--- src/hdl/slcd_pkg.sv ---
// slcd_pkg: shared types and constants for the sync length checksum deframer
// used by slcd_core, slcd_obuf and sync_length_checksum_deframer_unit
`default_nettype none

package slcd_pkg;

  localparam int unsigned ByteW = 8;
  localparam int unsigned CfgAddrW = 2;

  // configuration register indexes
  localparam logic [CfgAddrW-1:0] REG_SYNC_FIRST  = 2'd0;
  localparam logic [CfgAddrW-1:0] REG_SYNC_SECOND = 2'd1;
  localparam logic [CfgAddrW-1:0] REG_SKIP_LIMIT  = 2'd2;

  localparam logic [ByteW-1:0] SYNC_FIRST_RST  = 8'hFA;
  localparam logic [ByteW-1:0] SYNC_SECOND_RST = 8'hFB;
  localparam logic [ByteW-1:0] SKIP_LIMIT_RST  = 8'd200;

  typedef enum logic [1:0] {
    PH_HUNT    = 2'd0,
    PH_PAYLOAD = 2'd1,
    PH_CHECK   = 2'd2
  } phase_t;

  typedef enum logic [1:0] {
    KIND_DATA = 2'd0,
    KIND_GOOD = 2'd1,
    KIND_BAD  = 2'd2,
    KIND_LOST = 2'd3
  } kind_t;

  typedef struct packed {
    kind_t            kind;
    logic [ByteW-1:0] data;
    logic [ByteW-1:0] calc_sum;
  } res_t;

  typedef struct packed {
    logic full;
    logic empty;
  } obuf_sts_t;

endpackage

`default_nettype wire

--- src/hdl/slcd_core.sv ---
// slcd_core: input register, configuration registers and deframer state
// one byte is decoded per cycle while the result buffer is not full, into at most one result; depends on slcd_pkg
`default_nettype none

module slcd_core (
  input  logic                            clk,
  input  logic                            rst_n,
  input  logic                            cfg_we,
  input  logic [slcd_pkg::CfgAddrW-1:0]   cfg_addr,
  input  logic [slcd_pkg::ByteW-1:0]      cfg_wdata,
  input  logic                            in_valid,
  output logic                            in_ready,
  input  logic [slcd_pkg::ByteW-1:0]      in_rx_byte,
  input  logic                            buf_full,
  output logic                            res_valid,
  output slcd_pkg::res_t                  res
);
  import slcd_pkg::*;

  logic             stg_valid_r;
  logic [ByteW-1:0] stg_byte_r;

  logic [ByteW-1:0] sync_first_r;
  logic [ByteW-1:0] sync_second_r;
  logic [ByteW-1:0] skip_limit_r;

  phase_t           phase_r, phase_nxt;
  logic [ByteW-1:0] hist_old_r, hist_old_nxt;
  logic [ByteW-1:0] hist_new_r, hist_new_nxt;
  logic [ByteW-1:0] remaining_r, remaining_nxt;
  logic [ByteW-1:0] sum_r, sum_nxt;
  logic [ByteW-1:0] skip_cnt_r, skip_cnt_nxt;

  logic             fire;
  logic             sync_hit;
  logic             skip_over;
  logic [ByteW-1:0] rem_dec;
  logic [ByteW-1:0] sum_add;

  assign fire      = stg_valid_r && !buf_full;
  assign in_ready  = !stg_valid_r || fire;
  assign sync_hit  = (hist_old_r == sync_first_r) && (hist_new_r == sync_second_r);
  assign skip_over = skip_cnt_r >= skip_limit_r;
  assign rem_dec   = remaining_r - 8'd1;
  assign sum_add   = sum_r + stg_byte_r;

  // input register
  always_ff @(posedge clk) begin
    if (!rst_n) begin
      stg_valid_r <= 1'b0;
    end else if (in_valid && in_ready) begin
      stg_valid_r <= 1'b1;
    end else if (fire) begin
      stg_valid_r <= 1'b0;
    end
  end

  always_ff @(posedge clk) begin
    if (in_valid && in_ready) begin
      stg_byte_r <= in_rx_byte;
    end
  end

  // configuration registers, index 3 ignored
  always_ff @(posedge clk) begin
    if (!rst_n) begin
      sync_first_r  <= SYNC_FIRST_RST;
      sync_second_r <= SYNC_SECOND_RST;
      skip_limit_r  <= SKIP_LIMIT_RST;
    end else if (cfg_we) begin
      unique case (cfg_addr)
        REG_SYNC_FIRST:  sync_first_r  <= cfg_wdata;
        REG_SYNC_SECOND: sync_second_r <= cfg_wdata;
        REG_SKIP_LIMIT:  skip_limit_r  <= cfg_wdata;
        default: ;
      endcase
    end
  end

  // next state
  always_comb begin
    phase_nxt     = phase_r;
    hist_old_nxt  = hist_old_r;
    hist_new_nxt  = hist_new_r;
    remaining_nxt = remaining_r;
    sum_nxt       = sum_r;
    skip_cnt_nxt  = skip_cnt_r;
    unique case (phase_r)
      PH_PAYLOAD: begin
        sum_nxt       = sum_add;
        remaining_nxt = rem_dec;
        if (rem_dec == '0) begin
          phase_nxt = PH_CHECK;
        end
      end
      PH_CHECK: begin
        // frame done, start a new hunt
        phase_nxt    = PH_HUNT;
        hist_old_nxt = '0;
        hist_new_nxt = '0;
        skip_cnt_nxt = '0;
      end
      default: begin
        if (sync_hit) begin
          // this byte is the length
          sum_nxt       = stg_byte_r;
          remaining_nxt = stg_byte_r;
          phase_nxt     = (stg_byte_r == '0) ? PH_CHECK : PH_PAYLOAD;
        end else begin
          phase_nxt = PH_HUNT;
          if (skip_over) begin
            hist_old_nxt = '0;
            hist_new_nxt = '0;
            skip_cnt_nxt = '0;
          end else begin
            hist_old_nxt = hist_new_r;
            hist_new_nxt = stg_byte_r;
            skip_cnt_nxt = skip_cnt_r + 8'd1;
          end
        end
      end
    endcase
  end

  // outputs
  always_comb begin
    res_valid    = 1'b0;
    res.kind     = KIND_DATA;
    res.data     = stg_byte_r;
    res.calc_sum = '0;
    unique case (phase_r)
      PH_PAYLOAD: begin
        res_valid = fire;
      end
      PH_CHECK: begin
        res_valid    = fire;
        res.kind     = (stg_byte_r == sum_r) ? KIND_GOOD : KIND_BAD;
        res.calc_sum = sum_r;
      end
      default: begin
        res_valid = fire && !sync_hit && skip_over;
        res.kind  = KIND_LOST;
      end
    endcase
  end

  always_ff @(posedge clk) begin
    if (!rst_n) begin
      phase_r     <= PH_HUNT;
      hist_old_r  <= '0;
      hist_new_r  <= '0;
      remaining_r <= '0;
      sum_r       <= '0;
      skip_cnt_r  <= '0;
    end else if (fire) begin
      phase_r     <= phase_nxt;
      hist_old_r  <= hist_old_nxt;
      hist_new_r  <= hist_new_nxt;
      remaining_r <= remaining_nxt;
      sum_r       <= sum_nxt;
      skip_cnt_r  <= skip_cnt_nxt;
    end
  end

endmodule

`default_nettype wire

--- src/hdl/slcd_obuf.sv ---
// slcd_obuf: two-entry result buffer between the decoder and the out channel
// keeps the decoder running while a result waits; depends on slcd_pkg
`default_nettype none

module slcd_obuf (
  input  logic                  clk,
  input  logic                  rst_n,
  input  logic                  push,
  input  slcd_pkg::res_t        push_res,
  output slcd_pkg::obuf_sts_t   sts,
  output logic                  out_valid,
  input  logic                  out_ready,
  output slcd_pkg::res_t        out_res
);
  import slcd_pkg::*;

  res_t       ent_r [2];
  logic       wr_ptr_r;
  logic       rd_ptr_r;
  logic [1:0] count_r, count_nxt;
  logic       pop;
  logic       do_push;

  assign sts.full  = count_r == 2'd2;
  assign sts.empty = count_r == 2'd0;
  assign out_valid = !sts.empty;
  assign out_res   = ent_r[rd_ptr_r];
  assign pop       = out_valid && out_ready;
  assign do_push   = push && !sts.full;

  always_comb begin
    count_nxt = count_r;
    if (do_push && !pop) begin
      count_nxt = count_r + 2'd1;
    end else if (pop && !do_push) begin
      count_nxt = count_r - 2'd1;
    end
  end

  always_ff @(posedge clk) begin
    if (!rst_n) begin
      wr_ptr_r <= 1'b0;
      rd_ptr_r <= 1'b0;
      count_r  <= 2'd0;
    end else begin
      if (do_push) begin
        wr_ptr_r <= !wr_ptr_r;
      end
      if (pop) begin
        rd_ptr_r <= !rd_ptr_r;
      end
      count_r <= count_nxt;
    end
  end

  always_ff @(posedge clk) begin
    if (do_push) begin
      ent_r[wr_ptr_r] <= push_res;
    end
  end

endmodule

`default_nettype wire

--- src/hdl/sync_length_checksum_deframer_unit.sv ---
// datapath: a byte is registered in the input register, decoded from there, and its
// result is written into the result buffer, which offers it on the out channel
// throughput: one byte per cycle while the result buffer is not full, set by the
// single decode stage and the two-entry result buffer; bytes that cause no result still use the decode stage
// reset: synchronous active-low rst_n restores config defaults and hunting
`default_nettype none

module sync_length_checksum_deframer_unit (
  input  logic                            clk,
  input  logic                            rst_n,
  input  logic                            cfg_we,
  input  logic [slcd_pkg::CfgAddrW-1:0]   cfg_addr,
  input  logic [slcd_pkg::ByteW-1:0]      cfg_wdata,
  input  logic                            in_valid,
  output logic                            in_ready,
  input  logic [slcd_pkg::ByteW-1:0]      in_rx_byte,
  output logic                            out_valid,
  input  logic                            out_ready,
  output logic [1:0]                      out_kind,
  output logic [slcd_pkg::ByteW-1:0]      out_data,
  output logic [slcd_pkg::ByteW-1:0]      out_calc_sum
);
  import slcd_pkg::*;

  logic      res_valid;
  res_t      res;
  res_t      out_res;
  obuf_sts_t buf_sts;

  slcd_core u_core (
    .clk        (clk),
    .rst_n      (rst_n),
    .cfg_we     (cfg_we),
    .cfg_addr   (cfg_addr),
    .cfg_wdata  (cfg_wdata),
    .in_valid   (in_valid),
    .in_ready   (in_ready),
    .in_rx_byte (in_rx_byte),
    .buf_full   (buf_sts.full),
    .res_valid  (res_valid),
    .res        (res)
  );

  slcd_obuf u_obuf (
    .clk       (clk),
    .rst_n     (rst_n),
    .push      (res_valid),
    .push_res  (res),
    .sts       (buf_sts),
    .out_valid (out_valid),
    .out_ready (out_ready),
    .out_res   (out_res)
  );

  assign out_kind     = out_res.kind;
  assign out_data     = out_res.data;
  assign out_calc_sum = out_res.calc_sum;

`ifndef SYNTHESIS
  a_reset_clears_out : assert property (@(posedge clk) !rst_n |=> !out_valid)
    else $error("out_valid high after reset");

  a_stall_only_when_full : assert property (@(posedge clk) disable iff (!rst_n)
    !in_ready |-> buf_sts.full)
    else $error("input stalled while result buffer has room");

  a_full_means_valid : assert property (@(posedge clk) disable iff (!rst_n)
    buf_sts.full |-> out_valid)
    else $error("result buffer full but nothing offered");

  a_data_sum_zero : assert property (@(posedge clk) disable iff (!rst_n)
    (out_valid && (out_kind == KIND_DATA || out_kind == KIND_LOST)) |->
      out_calc_sum == '0)
    else $error("nonzero sum on payload or sync lost result");
`endif

endmodule

`default_nettype wire

--- config.mk ---
export PLATFORM = sky130hd
export DESIGN_NAME = sync_length_checksum_deframer_unit
export DESIGN_NICKNAME = d
export VERILOG_FILES = /design/src/hdl/slcd_pkg.sv /design/src/hdl/slcd_core.sv /design/src/hdl/slcd_obuf.sv /design/src/hdl/sync_length_checksum_deframer_unit.sv
export SDC_FILE = /design/constraint.sdc
export NUM_CORES = 1
export LEC_CHECK = 0
export BUFFER_PORTS_ARGS = -buffer_cell sky130_fd_sc_hd__buf_4
export CORE_MARGIN = 4
export CORE_UTILIZATION = 54
export CTS_BUF_LIST = sky130_fd_sc_hd__clkbuf_2
export DETAILED_ROUTE_END_ITERATION = 16
export PLACE_DENSITY = 0.74
export SYNTH_ARGS = -nofsm -noshare
export SYNTH_HDL_FRONTEND = slang
export SYNTH_SLANG_ARGS = --single-unit
--- constraint.sdc ---
create_clock -name clk -period 2.9 [get_ports clk]
set_clock_uncertainty 0.1 [all_clocks]
set_input_delay 0.145 -clock clk [delete_from_list [all_inputs] [get_ports clk]]
set_output_delay 0.145 -clock clk [all_outputs]
set_load 0.005 [all_outputs]
==> flow_summary.yaml <==
clock_tree:
  max-clock-path-buffers: 2
  tritoncts.num_buffers: 17
  worst_setup_hold_path_clk_slew_ps: 160
  clock-root-buffer: "sky130_fd_sc_hd__clkbuf_2"
  tritoncts_num_sinks: 116
  tritoncts_clock_tree: "yes"
  cts_resized: 0
  htree_levels: 4
  worst_skew_pair.late_latency_ps: 680
floorplan:
  i_o_pin_total: 43
  initial_utilization: 0.553
  placeableCoreArea_um2: 10300
  core.rowCount: 37
  dieWidth_um: 111
  die_h_um: 111
  die_outline_area_um2: 12200
power_and_ir_drop:
  peakVddDrop_v: 0.000315
  power_density_nw_per_um2: 500
  power_consumption_mw: 3.35
  power.static_leakage_nw: 2.65
timing:
  timing.final.ws_setup_ps: 257
  unrepaired_setup_endpoints_after_global_routing: "false"
  slew_violations: 0
  worst-slew-pin-transition_ps: 780
  maxSlewHeadroom: 0.479
  fin_crit_ps: 2640
  finalSetupViolCount: 0
  clock.fmax_mhz: 378
  hold_ws_ps: 89.1
  setup-tns-final_ps: 0
  report.final.hold_viol_count: 0
  post-route-period-util: 0.912
worst_setup_path:
  highest_delay_cell_along_the_critical_path: "sky130_fd_sc_hd__dfxtp_1"
  regToRegStartpoint: "u_core.skip_cnt_r[0]"
  cp_data_arrival_time_ps: 3160
  timing.critical_path.required_ps: 3420
  critical_path_class: "reg -> reg"
  critPathLaunch: "u_core.skip_cnt_r[0]"
  critical_path.max_stage_delay_ps: 390
  r2r-end: "u_obuf.count_r[1]"
  timing.reg2reg.worst_path_depth: 9
  path_cells: "inv_1 -> ha_1 -> nand2b_1 -> a21oi_4 -> o311a_1 -> a211oi_2 -> ha_1 -> or3_1 -> a21oi_1"
  reg2reg_setup_slack_ps: 260
  maximum_fanout_encountered_on_the_critical_timing_path: 4
  worstSetupEndpointType: "flip-flop"
  worst_setup_path_endpoint: "u_obuf.count_r[1]"
  cell_repeated_most_along_the_worst_path: "sky130_fd_sc_hd__ha_1"
  crit_path_start_kind: "flip-flop"
final_layout:
  post-route-cell-area_um2: 6690
  fillerInstances: 851
  finish.net_count: 690
  antenna-diode-count: 0
  layout-drive-gt1-share: 0.204
  syn_to_final_growth_pct: 17.7
logic_synthesis:
  yosys.area.top_type_share: 0.254
  synthFlopType: "sky130_fd_sc_hd__dfxtp_1"
  postSynthNetCount: 603
  largest_cells_by_area_after_synthesis: "sky130_fd_sc_hd__dfxtp_1 25%, sky130_fd_sc_hd__edfxtp_1 23%, sky130_fd_sc_hd__nand2_1 4.8%"
  syn-mean-instance-area_um2: 10.2
  synth_edf_count: 44
  synth_seq_area_share: 0.486
  synthArstFlopShare: 0
  synth_register_bits: 116
  yosys_warnings: 0
  gate_count_post_synth: 558
  yosys_cell_types: 72
  post_syn_area_um2: 5690
  synth_area_leader_cell: "sky130_fd_sc_hd__dfxtp_1"
route:
  num_vias: 4527
  drtAntennaViolNets: 0
  drt-wirelength-per-cell_um: 16.5
  drt_iter0_drc: 326
  via_per_inst: 5.70
  drt_drc_violations_left: 0
  post_route_wl_um: 13100
  first_pass_iters: 5
place:
  dp_hpwl_um: 8750
  place.gp.congestion: 0.843
  detailedPlace.worstSlack_ps: 245
  placed_inst_area_um2: 6170
  io_buffer_count: 42
worst_hold_path:
  path_category_of_the_worst_min_delay_check: "in -> reg"
global_routing:
  vias_in_the_first_global_route: 4460
  grt_antenna_before_repair: 0
  global_route.overflow_total: 0
  grt_max_degree: 45
  grt_first_pass_wirelength_um: 21900
  overall_global_routing_usage: 0.224
run_status:
  outcome: "complete, no violations"
run:
  max-cap-violations: 0
## layer usage
| layer | up-vias | GRT usage | routed length, um |
|---|---|---|---|
| met3 | 32 | 0.0526 | 742 |
| met4 | 0 | 0.0969 | 339 |
| met1 | 2155 | 0.282 | 5620 |
| li1 | 2199 | - | - |
| met5 | - | 0 | 0 |
| met2 | 141 | 0.369 | 6390 |
## critical path, delay by kind of cell, from the launching register on
| kind | cells | cell delay, ps |
|---|---|---|
| buffers and inverters | 1 | 80 |
| AO/OA/AOI/OAI | 4 | 930 |
| flip-flops | 1 | 390 |
| AND/OR/NAND/NOR | 2 | 500 |
| adder cells (fa/ha/maj) | 2 | 600 |
## placed cells by master (no fill, tap or decap), types with 3 or more instances in the layout
master / instances
sky130_fd_sc_hd__a211oi_1: 5
sky130_fd_sc_hd__a21oi_1: 28
sky130_fd_sc_hd__a22oi_1: 3
sky130_fd_sc_hd__a31oi_1: 6
sky130_fd_sc_hd__a41oi_1: 3
sky130_fd_sc_hd__and2_1: 10
sky130_fd_sc_hd__and3_1: 3
sky130_fd_sc_hd__buf_4: 59
sky130_fd_sc_hd__clkbuf_2: 22
sky130_fd_sc_hd__clkinv_1: 4
sky130_fd_sc_hd__clkinv_2: 7
sky130_fd_sc_hd__dfxtp_1: 72
sky130_fd_sc_hd__dlygate4sd3_1: 37
sky130_fd_sc_hd__edfxtp_1: 44
sky130_fd_sc_hd__ha_1: 21
sky130_fd_sc_hd__inv_1: 18
sky130_fd_sc_hd__mux2_2: 20
sky130_fd_sc_hd__mux2i_1: 10
sky130_fd_sc_hd__nand2_1: 73
sky130_fd_sc_hd__nand2b_1: 4
sky130_fd_sc_hd__nand3_1: 40
sky130_fd_sc_hd__nand3b_1: 5
sky130_fd_sc_hd__nor2_1: 26
sky130_fd_sc_hd__nor2b_1: 4
sky130_fd_sc_hd__nor3_1: 5
sky130_fd_sc_hd__nor4_1: 4
sky130_fd_sc_hd__nor4_4: 5
sky130_fd_sc_hd__nor4b_1: 3
sky130_fd_sc_hd__o21a_1: 8
sky130_fd_sc_hd__o21ai_0: 16
sky130_fd_sc_hd__o21ai_1: 15
sky130_fd_sc_hd__o31ai_1: 5
sky130_fd_sc_hd__xnor2_1: 4
sky130_fd_sc_hd__xor2_1: 22
## kinds of logic (layout without fill, tap and decap cells)
logic type | Yosys count | count (layout) | share of synthesized area
flip-flops | 116 | 116 | 0.486
AND/OR/NAND/NOR | 202 | 202 | 0.194
buffers and inverters | 48 | 148 | 0.0363
adder cells (fa/ha/maj) | 22 | 22 | 0.0497
AO/OA/AOI/OAI | 114 | 114 | 0.136
multiplexers | 30 | 30 | 0.0572
XOR/XNOR | 26 | 26 | 0.0401
## report_power, final
part	switching (mW)	internal (mW)
combinational	0.333	0.360
clock	0.561	0.221
sequential	0.103	1.77
total	0.996	2.35
## worst min path at each step
stage                   from              endpoint  slack [ps]  depth (start not counted)
6_report       in_rx_byte[4]  u_core.stg_byte_r[4]          90                          2
5_1_grt        in_rx_byte[7]  u_core.stg_byte_r[7]          30                          2
4_1_cts        in_rx_byte[0]  u_core.stg_byte_r[0]          40                          2
3_5_place_dp   in_rx_byte[0]  u_core.stg_byte_r[0]         220                          1
3_3_place_gp   in_rx_byte[0]  u_core.stg_byte_r[0]         220                          1
2_1_floorplan  in_rx_byte[0]  u_core.stg_byte_r[0]         140                          0
## flip-flops by register name, summed over array words and instances (netlist names), 8 cells and up, named ones only
name	cells
u_obuf.ent_r	36
u_core.hist_new_r	8
u_core.hist_old_r	8
u_core.remaining_r	8
u_core.skip_cnt_r	8
u_core.skip_limit_r	8
u_core.stg_byte_r	8
u_core.sum_r	8
u_core.sync_first_r	8
u_core.sync_second_r	8
## synth_stat cells, drive strengths merged (11+ instances only)
master / count
nand3: 40
nor2: 27
dfxtp: 72
ha: 21
a21oi: 30
mux2: 20
nand2: 73
o21ai: 32
clkbuf: 14
xor2: 22
edfxtp: 44
inv: 19
buf: 14
and2: 11
## area by class of cell
class	instances	area, um^2	area share
sequential	116	2760	0.413
multi-input combinational	394	2720	0.406
timing repair buffer	96	813	0.121
tap	136	170	0.0254
clock buffer	22	110	0.0164
inverter	20	75.1	0.0112
clock inverter	10	46.3	0.00692
## metrics by stage
| step | util | std cells |
|---|---|---|
| 6_report | 0.651 | 794 |
| 5_1_grt | 0.651 | 794 |
| 4_1_cts | 0.651 | 794 |
| 3_5_place_dp | 0.600 | 725 |
| 3_3_place_gp | 0.600 | 725 |
| 2_1_floorplan | - | 558 |
## timing repair
item                      in CTS  in global routing
hold endpoints to repair      81                  0
hold buffers                  37                  0
buffers inserted               0                  0
No activity file was read; power rests on OpenSTA's default activity.
